## src/mfde_pkg.sv

```systemverilog
// ----------------------------------------------------------------------------
// mfde_pkg
// Shared types, codes and the 5x7 glyph table of the monochrome draw engine.
// ----------------------------------------------------------------------------
`default_nettype none

package mfde_pkg;

  // default panel size
  localparam int DEF_WIDTH  = 128;
  localparam int DEF_HEIGHT = 64;

  // internal coordinate width (covers corner plus size minus one)
  localparam int CW = 12;

  // glyph constants
  localparam int GLYPH_FIRST = 32;
  localparam int GLYPH_LAST  = 126;
  localparam int GLYPH_COLS  = 5;
  localparam int GLYPH_ROWS  = 7;

  // command codes on the func port
  localparam logic [2:0] FUNC_CLEAR   = 3'd0;
  localparam logic [2:0] FUNC_PIXEL   = 3'd1;
  localparam logic [2:0] FUNC_LINE    = 3'd2;
  localparam logic [2:0] FUNC_FILL    = 3'd3;
  localparam logic [2:0] FUNC_OUTLINE = 3'd4;
  localparam logic [2:0] FUNC_GLYPH   = 3'd5;
  localparam logic [2:0] FUNC_READ    = 3'd6;

  // classified operation handed to the back end
  typedef enum logic [2:0] {
    OP_NONE,
    OP_CLEAR,
    OP_PIXEL,
    OP_LINE,
    OP_FILL,
    OP_OUTLINE,
    OP_GLYPH,
    OP_READ
  } op_t;

  // back end sequencer states
  typedef enum logic [3:0] {
    S_INIT,
    S_IDLE,
    S_CLR,
    S_RD,
    S_RDW,
    S_PIX,
    S_LSET,
    S_LINE,
    S_FILL,
    S_GLY,
    S_WR,
    S_DONE
  } state_t;

  // one queued item
  typedef struct packed {
    op_t                  op;
    logic                 status;
    logic                 color;
    logic signed [CW-1:0] x0;
    logic signed [CW-1:0] y0;
    logic signed [CW-1:0] x1;
    logic signed [CW-1:0] y1;
    logic [39:0]          glyph;
    logic [1:0]           scale;
    logic [9:0]           addr;
    logic                 addr_ok;
  } entry_t;

  // glyph columns, column 0 in the top byte, bit 0 is the top row
  function automatic logic [39:0] glyph_rom(input logic [6:0] idx);
    logic [39:0] r;
    case (idx)
      7'd0:  r = 40'h0000000000;
      7'd1:  r = 40'h00005f0000;
      7'd2:  r = 40'h0007000700;
      7'd3:  r = 40'h147f147f14;
      7'd4:  r = 40'h242a7f2a12;
      7'd5:  r = 40'h2313086462;
      7'd6:  r = 40'h3649552250;
      7'd7:  r = 40'h0005030000;
      7'd8:  r = 40'h001c224100;
      7'd9:  r = 40'h0041221c00;
      7'd10: r = 40'h14083e0814;
      7'd11: r = 40'h08083e0808;
      7'd12: r = 40'h0000a06000;
      7'd13: r = 40'h0808080808;
      7'd14: r = 40'h0060600000;
      7'd15: r = 40'h2010080402;
      7'd16: r = 40'h3e5149453e;
      7'd17: r = 40'h00427f4000;
      7'd18: r = 40'h4261514946;
      7'd19: r = 40'h2141454b31;
      7'd20: r = 40'h1814127f10;
      7'd21: r = 40'h2745454539;
      7'd22: r = 40'h3c4a494930;
      7'd23: r = 40'h0171090503;
      7'd24: r = 40'h3649494936;
      7'd25: r = 40'h064949291e;
      7'd26: r = 40'h0036360000;
      7'd27: r = 40'h0056360000;
      7'd28: r = 40'h0814224100;
      7'd29: r = 40'h1414141414;
      7'd30: r = 40'h0041221408;
      7'd31: r = 40'h0201510906;
      7'd32: r = 40'h324979413e;
      7'd33: r = 40'h7e1111117e;
      7'd34: r = 40'h7f49494936;
      7'd35: r = 40'h3e41414122;
      7'd36: r = 40'h7f4141221c;
      7'd37: r = 40'h7f49494941;
      7'd38: r = 40'h7f09090901;
      7'd39: r = 40'h3e4149497a;
      7'd40: r = 40'h7f0808087f;
      7'd41: r = 40'h00417f4100;
      7'd42: r = 40'h2040413f01;
      7'd43: r = 40'h7f08142241;
      7'd44: r = 40'h7f40404040;
      7'd45: r = 40'h7f020c027f;
      7'd46: r = 40'h7f0408107f;
      7'd47: r = 40'h3e4141413e;
      7'd48: r = 40'h7f09090906;
      7'd49: r = 40'h3e4151215e;
      7'd50: r = 40'h7f09192946;
      7'd51: r = 40'h4649494931;
      7'd52: r = 40'h01017f0101;
      7'd53: r = 40'h3f4040403f;
      7'd54: r = 40'h1f2040201f;
      7'd55: r = 40'h3f4038403f;
      7'd56: r = 40'h6314081463;
      7'd57: r = 40'h0708700807;
      7'd58: r = 40'h6151494543;
      7'd59: r = 40'h007f414100;
      7'd60: r = 40'h0204081020;
      7'd61: r = 40'h0041417f00;
      7'd62: r = 40'h0402010204;
      7'd63: r = 40'h4040404040;
      7'd64: r = 40'h0001020400;
      7'd65: r = 40'h2054545478;
      7'd66: r = 40'h7f48444438;
      7'd67: r = 40'h3844444420;
      7'd68: r = 40'h384444487f;
      7'd69: r = 40'h3854545418;
      7'd70: r = 40'h087e090102;
      7'd71: r = 40'h18a4a4a47c;
      7'd72: r = 40'h7f08040478;
      7'd73: r = 40'h00447d4000;
      7'd74: r = 40'h4080847d00;
      7'd75: r = 40'h7f10284400;
      7'd76: r = 40'h00417f4000;
      7'd77: r = 40'h7c04180478;
      7'd78: r = 40'h7c08040478;
      7'd79: r = 40'h3844444438;
      7'd80: r = 40'hfc24242418;
      7'd81: r = 40'h18242418fc;
      7'd82: r = 40'h7c08040408;
      7'd83: r = 40'h4854545420;
      7'd84: r = 40'h043f444020;
      7'd85: r = 40'h3c4040207c;
      7'd86: r = 40'h1c2040201c;
      7'd87: r = 40'h3c4030403c;
      7'd88: r = 40'h4428102844;
      7'd89: r = 40'h1ca0a0a07c;
      7'd90: r = 40'h4464544c44;
      7'd91: r = 40'h0008364100;
      7'd92: r = 40'h00007f0000;
      7'd93: r = 40'h0041360800;
      7'd94: r = 40'h1008081008;
      default: r = 40'h0000000000;
    endcase
    return r;
  endfunction

endpackage

`default_nettype wire

```

## src/mfde_queue.sv

```systemverilog
// ----------------------------------------------------------------------------
// mfde_queue
// Two-entry item queue between the classifying front and the drawing back.
// ----------------------------------------------------------------------------
`default_nettype none

module mfde_queue
  import mfde_pkg::*;
(
  input  wire logic   clk,
  input  wire logic   rst,
  input  wire logic   push,
  input  wire entry_t push_entry,
  input  wire logic   pop,
  output entry_t      head,
  output logic        full,
  output logic        empty
);

  entry_t     slots [2];
  logic       wptr, rptr;
  logic [1:0] count;

  assign head  = slots[rptr];
  assign full  = (count == 2'd2);
  assign empty = (count == 2'd0);

  // storage
  always_ff @(posedge clk) begin
    if (push) begin
      slots[wptr] <= push_entry;
    end
  end

  // pointers and fill level
  always_ff @(posedge clk) begin
    if (rst) begin
      wptr  <= 1'b0;
      rptr  <= 1'b0;
      count <= 2'd0;
    end else begin
      if (push) begin
        wptr <= !wptr;
      end
      if (pop) begin
        rptr <= !rptr;
      end
      if (push && !pop) begin
        count <= count + 2'd1;
      end else if (pop && !push) begin
        count <= count - 2'd1;
      end
    end
  end

endmodule

`default_nettype wire

```

## config.mk

```make
export PLATFORM = sky130hd
export DESIGN_NAME = mfde_queue
export DESIGN_NICKNAME = d
export VERILOG_FILES = /design/src/mfde_pkg.sv /design/src/mfde_queue.sv
export SDC_FILE = /design/constraint.sdc
export NUM_CORES = 1
export LEC_CHECK = 0
export ABC_AREA = 1
export BUFFER_PORTS_ARGS = -buffer_cell sky130_fd_sc_hd__buf_2
export CORE_MARGIN = 4
export CORE_UTILIZATION = 50
export CTS_BUF_LIST = sky130_fd_sc_hd__clkbuf_4 sky130_fd_sc_hd__clkbuf_8
export DETAILED_ROUTE_END_ITERATION = 10
export PLACE_DENSITY = 0.77
export SYNTH_ARGS = -nofsm -noshare
export SYNTH_HDL_FRONTEND = slang
export SYNTH_SLANG_ARGS = --single-unit
```

## constraint.sdc

```tcl
create_clock -name clk -period 16.3 [get_ports clk]
set_input_delay 2.445 -clock clk [delete_from_list [all_inputs] [get_ports clk]]
set_output_delay 2.445 -clock clk [all_outputs]
set_load 0.03 [all_outputs]
```

# Yosys cells after proc, flatten, opt, wreduce, memory -nomap -nowiden
# Memory sizes are Yosys's and may differ from the RTL's. A register that Yosys moved wholly into a read port is not among the register bits.
# Index checks and enable logic that the tools add are counted.
# Widths: inputs -> output; s select.
dict set report word_totals {
  n_memories 1
  in_bits 110
  regBits 4
  wordCells 21
  out_inout_bits 108
  ramBits 212
}
# memory words word_bits read_ports rd_ports_with_merged_regs wr line_no
set mem_list {}
lappend mem_list {slots 2 106 1 1 1 mfde_queue.sv:20} ;# entry_t slots [2];
dict set report op_classes {
  n_eq_ne 1
  add_sub_neg 2
  n_reduce_logical 8
  mux 6
}
# operator n
set ops {}
lappend ops {{$logic_not 1->1} 4}
lappend ops {{$mux 1} 4}
lappend ops {{$mux 2} 2}
lappend ops {{$add 2x1->2 const B} 1}
lappend ops {{$eq 2x2->1 const B} 1}
lappend ops {{$logic_and 1x1->1} 2}
lappend ops {{$logic_not 2->1} 1}
lappend ops {{$reduce_bool 2->1} 1}
lappend ops {{$sub 2x1->2 const B} 1}

# Depth between registers and ports, before layout
dict set report depth {
  ltp_word 4
  mapped_depth 8
  ltp_nobuf 8
}

# Least setup slack after synthesis
# No wires, ideal clock.
dict set report synth_path {
  path_type {input-to-reg}
  start {in push}
  end {mem slots[0][0] (netlist name), enable pin}
  setup_time_ps 575
  required_time_ps 15725
  n_path_buf 0
  cell_stages 2
  arrival_ps 6921
  slack_ps 8804
  path_cell_list {inv_1 -> nor2_1}
}
dict set report synth_via {
  elab_chain_cells 2
}
# item line_no
set synth_lines {}
lappend synth_lines {{start, declared} mfde_queue.sv:12} ;# input wire logic push,
lappend synth_lines {{$mux 1} mfde_queue.sv:30} ;# if (push) begin
lappend synth_lines {{$mux 1 (implied by the code)} mfde_queue.sv:31} ;# slots[wptr] <= push_entry;
lappend synth_lines {{end, declared} mfde_queue.sv:20}
# No other way between the ends.

==> impl_metrics.json <==
{
  "status": "finished clean",
  "min_from": "rptr",
  "die_h_um": 134.8,
  "fin_nets": 721,
  "rows": 46,
  "cts-root-buf": "clkbuf_8",
  "leakagePower_nw": 3.936,
  "relSlewSlack": 0.3085,
  "cts_buffers": 36,
  "die_area_um2": 18160,
  "num_antenna_cells": 0,
  "drc": 0,
  "criticalPathCategory": "reg -> out",
  "fmax_ghz": 0.1904,
  "slew_viol_final": 0,
  "via_count": 4151,
  "grt_usage": 0.1625,
  "whs_endpoint": "rptr",
  "grt_pass1_vias": 4504,
  "cap_violations": 0,
  "cts_hold_buf": 0,
  "gp_congestion": 0.7252,
  "start_util": 0.5076,
  "core_um2": 15830,
  "setup_viol": 0,
  "post_cts_buffers": 0,
  "layout-drive-gt1-share": 0.6164,
  "hpwl_um": 9982,
  "clk_pin_slew_ns": 0.06,
  "synthesis.nets": 474,
  "overflow": 0,
  "ys_seq_area_frac": 0.8049,
  "min_path_type": "reg -> reg",
  "power.density_nw_per_um2": 129.3,
  "ir_worst_vdd_v": 0.00008533,
  "clk_path_buf_depth": 3,
  "grt_pass1_wl_um": 23000,
  "clock_sinks": 217,
  "via_per_inst": 4.872,
  "min_path_cells": 2,
  "cts_tree": "done",
  "final_common_cell": "buf_2",
  "first_pass_iters": 5,
  "die_w_um": 134.8,
  "arrival_ns": 2.81,
  "syn_area_per_cell_um2": 22.13,
  "synth.distinct_cells": 16,
  "io_pins": 218,
  "cp-end-kind": "output pin",
  "cts_resized": 0,
  "cp-start-kind": "flop",
  "wirelength_um": 15240,
  "port_buffers": 217,
  "tightest_slew_ns": 1.037,
  "final_hold_viol_count": 0,
  "rsz0062_at_grt": "false",
  "syn_to_final_growth_pct": 25.37,
  "synthCells": 363,
  "final_cell_mix": "buf_2 (217), edfxtp_1 (212), mux2_2 (66), clkbuf_8 (42), mux2_4 (40)",
  "drt_iter0_drc": 180,
  "grt_antenna_before_repair": 2,
  "critPathMaxFanout": 68,
  "yosys_warnings": 0,
  "netlist_area_um2": 8034,
  "required_ns": 13.86,
  "worstReg2RegStart": "wptr",
  "h-tree-depth": 2,
  "r2r_cells": 3,
  "yosys_register_bits": 217,
  "reg2reg_setup_slack_ns": 14.16,
  "clock_latency_ns": 0.49,
  "skew_ns": 0.01011,
  "finalSetupTns_ns": 0,
  "detail_route.wl_per_cell_um": 17.89,
  "fin_util": 0.6364,
  "grt_max_degree": 69,
  "timing.final.crit_share": 0.3222,
  "r2r-end": "slots[1][11]",
  "postRouteAntennaNets": 0,
  "min_period_ns": 5.251
}
-- report_power, final --
part	switching [mW]	internal [mW]	leakage, nW	total (mW)
Combinational	0.106	0.0639	1.51	0.170
Clock	0.195	0.279	0.397	0.474
Sequential	0.0116	0.647	2.03	0.658
-- cells in the mapped netlist, drive strengths merged --
cell | instances | share of area
a21oi | 1 | 0.00062
buf | 12 | 0.012
dfxtp | 5 | 0.012
edfxtp | 212 | 0.79
ha | 1 | 0.0016
inv | 9 | 0.0042
mux2 | 106 | 0.17
nand2 | 5 | 0.0023
nand3 | 1 | 0.00062
nand4 | 1 | 0.00078
nor2 | 7 | 0.0033
nor3 | 1 | 0.00062
o21ai | 1 | 0.00062
xnor2 | 1 | 0.0011
-- layout make-up --
class,count,area (um2)
sequential,217,6470
clock buffer,62,728.2
fill,1137,5756
timing repair buffer,221,1116
tap,216,270.3
inverter,9,36.28
multi-input combinational,125,1444
clock inverter,2,7.507
-- critical path: stages (launching register included) --
cell	delay, ns
dfxtp_4	0.74
buf_4	0.85
mux2_2	0.44
buf_2	0.18
-- sequential cells by signal (all words and copies together) (netlist names), named ones only --
signal  count
slots     212
count       2
rptr        1
wptr        1
-- metal layers --
metal,GRT usage,vias up,share of wire
li1,-,1927,-
met1,0.1973,2004,0.40
met2,0.2738,189,0.49
met3,0.05812,27,0.089
met4,0.05147,4,0.016
met5,0,-,0.0017
-- cells by family (layout without fill, tap and decap cells) --
group                    Yosys count  count (layout)  share of synthesized area
AO/OA/AOI/OAI                      2               2                   0.001245
XOR/XNOR                           1               1                   0.001090
adder cells (fa/ha/maj)            1               1                   0.001557
buffers and inverters             21             294                    0.01635
flip-flops                       217             217                     0.8049
multiplexers                     106             106                     0.1673
AND/OR/NAND/NOR                   15              15                   0.007631
-- metrics by stage --
stage | hold WS [ns] | total power, mW | instance area (um2) | instances | worst slack (ns)
finish | 0.5349 | 1.302 | 10070 | 852 | 11.05
detailed placement | 0.5171 | 0.8422 | 9336 | 788 | 11.53
global placement | 0.4987 | 0.8369 | 9336 | 788 | 11.55
floorplan | 0.4799 | 0.7909 | 8034 | 363 | 8.804
CTS | 0.5472 | 1.321 | 10070 | 852 | 10.99
global route | 0.5648 | 1.355 | 10070 | 852 | 10.86
-- how the worst max path moves through the flow --
| stage | startpoint | end | slack [ns] | cells after the start |
|---|---|---|---|---|
| 2_1_floorplan | push | slots[0][0] | 8.80 | 2 |
| 3_3_place_gp | flop | head[44] | 11.55 | 3 |
| 3_5_place_dp | flop | head[44] | 11.53 | 3 |
| 4_1_cts | flop | head[46] | 10.99 | 3 |
| 5_1_grt | flop | head[44] | 10.86 | 3 |
| 6_report | flop | head[44] | 11.05 | 3 |
No activity file was read; power rests on OpenSTA's default activity.
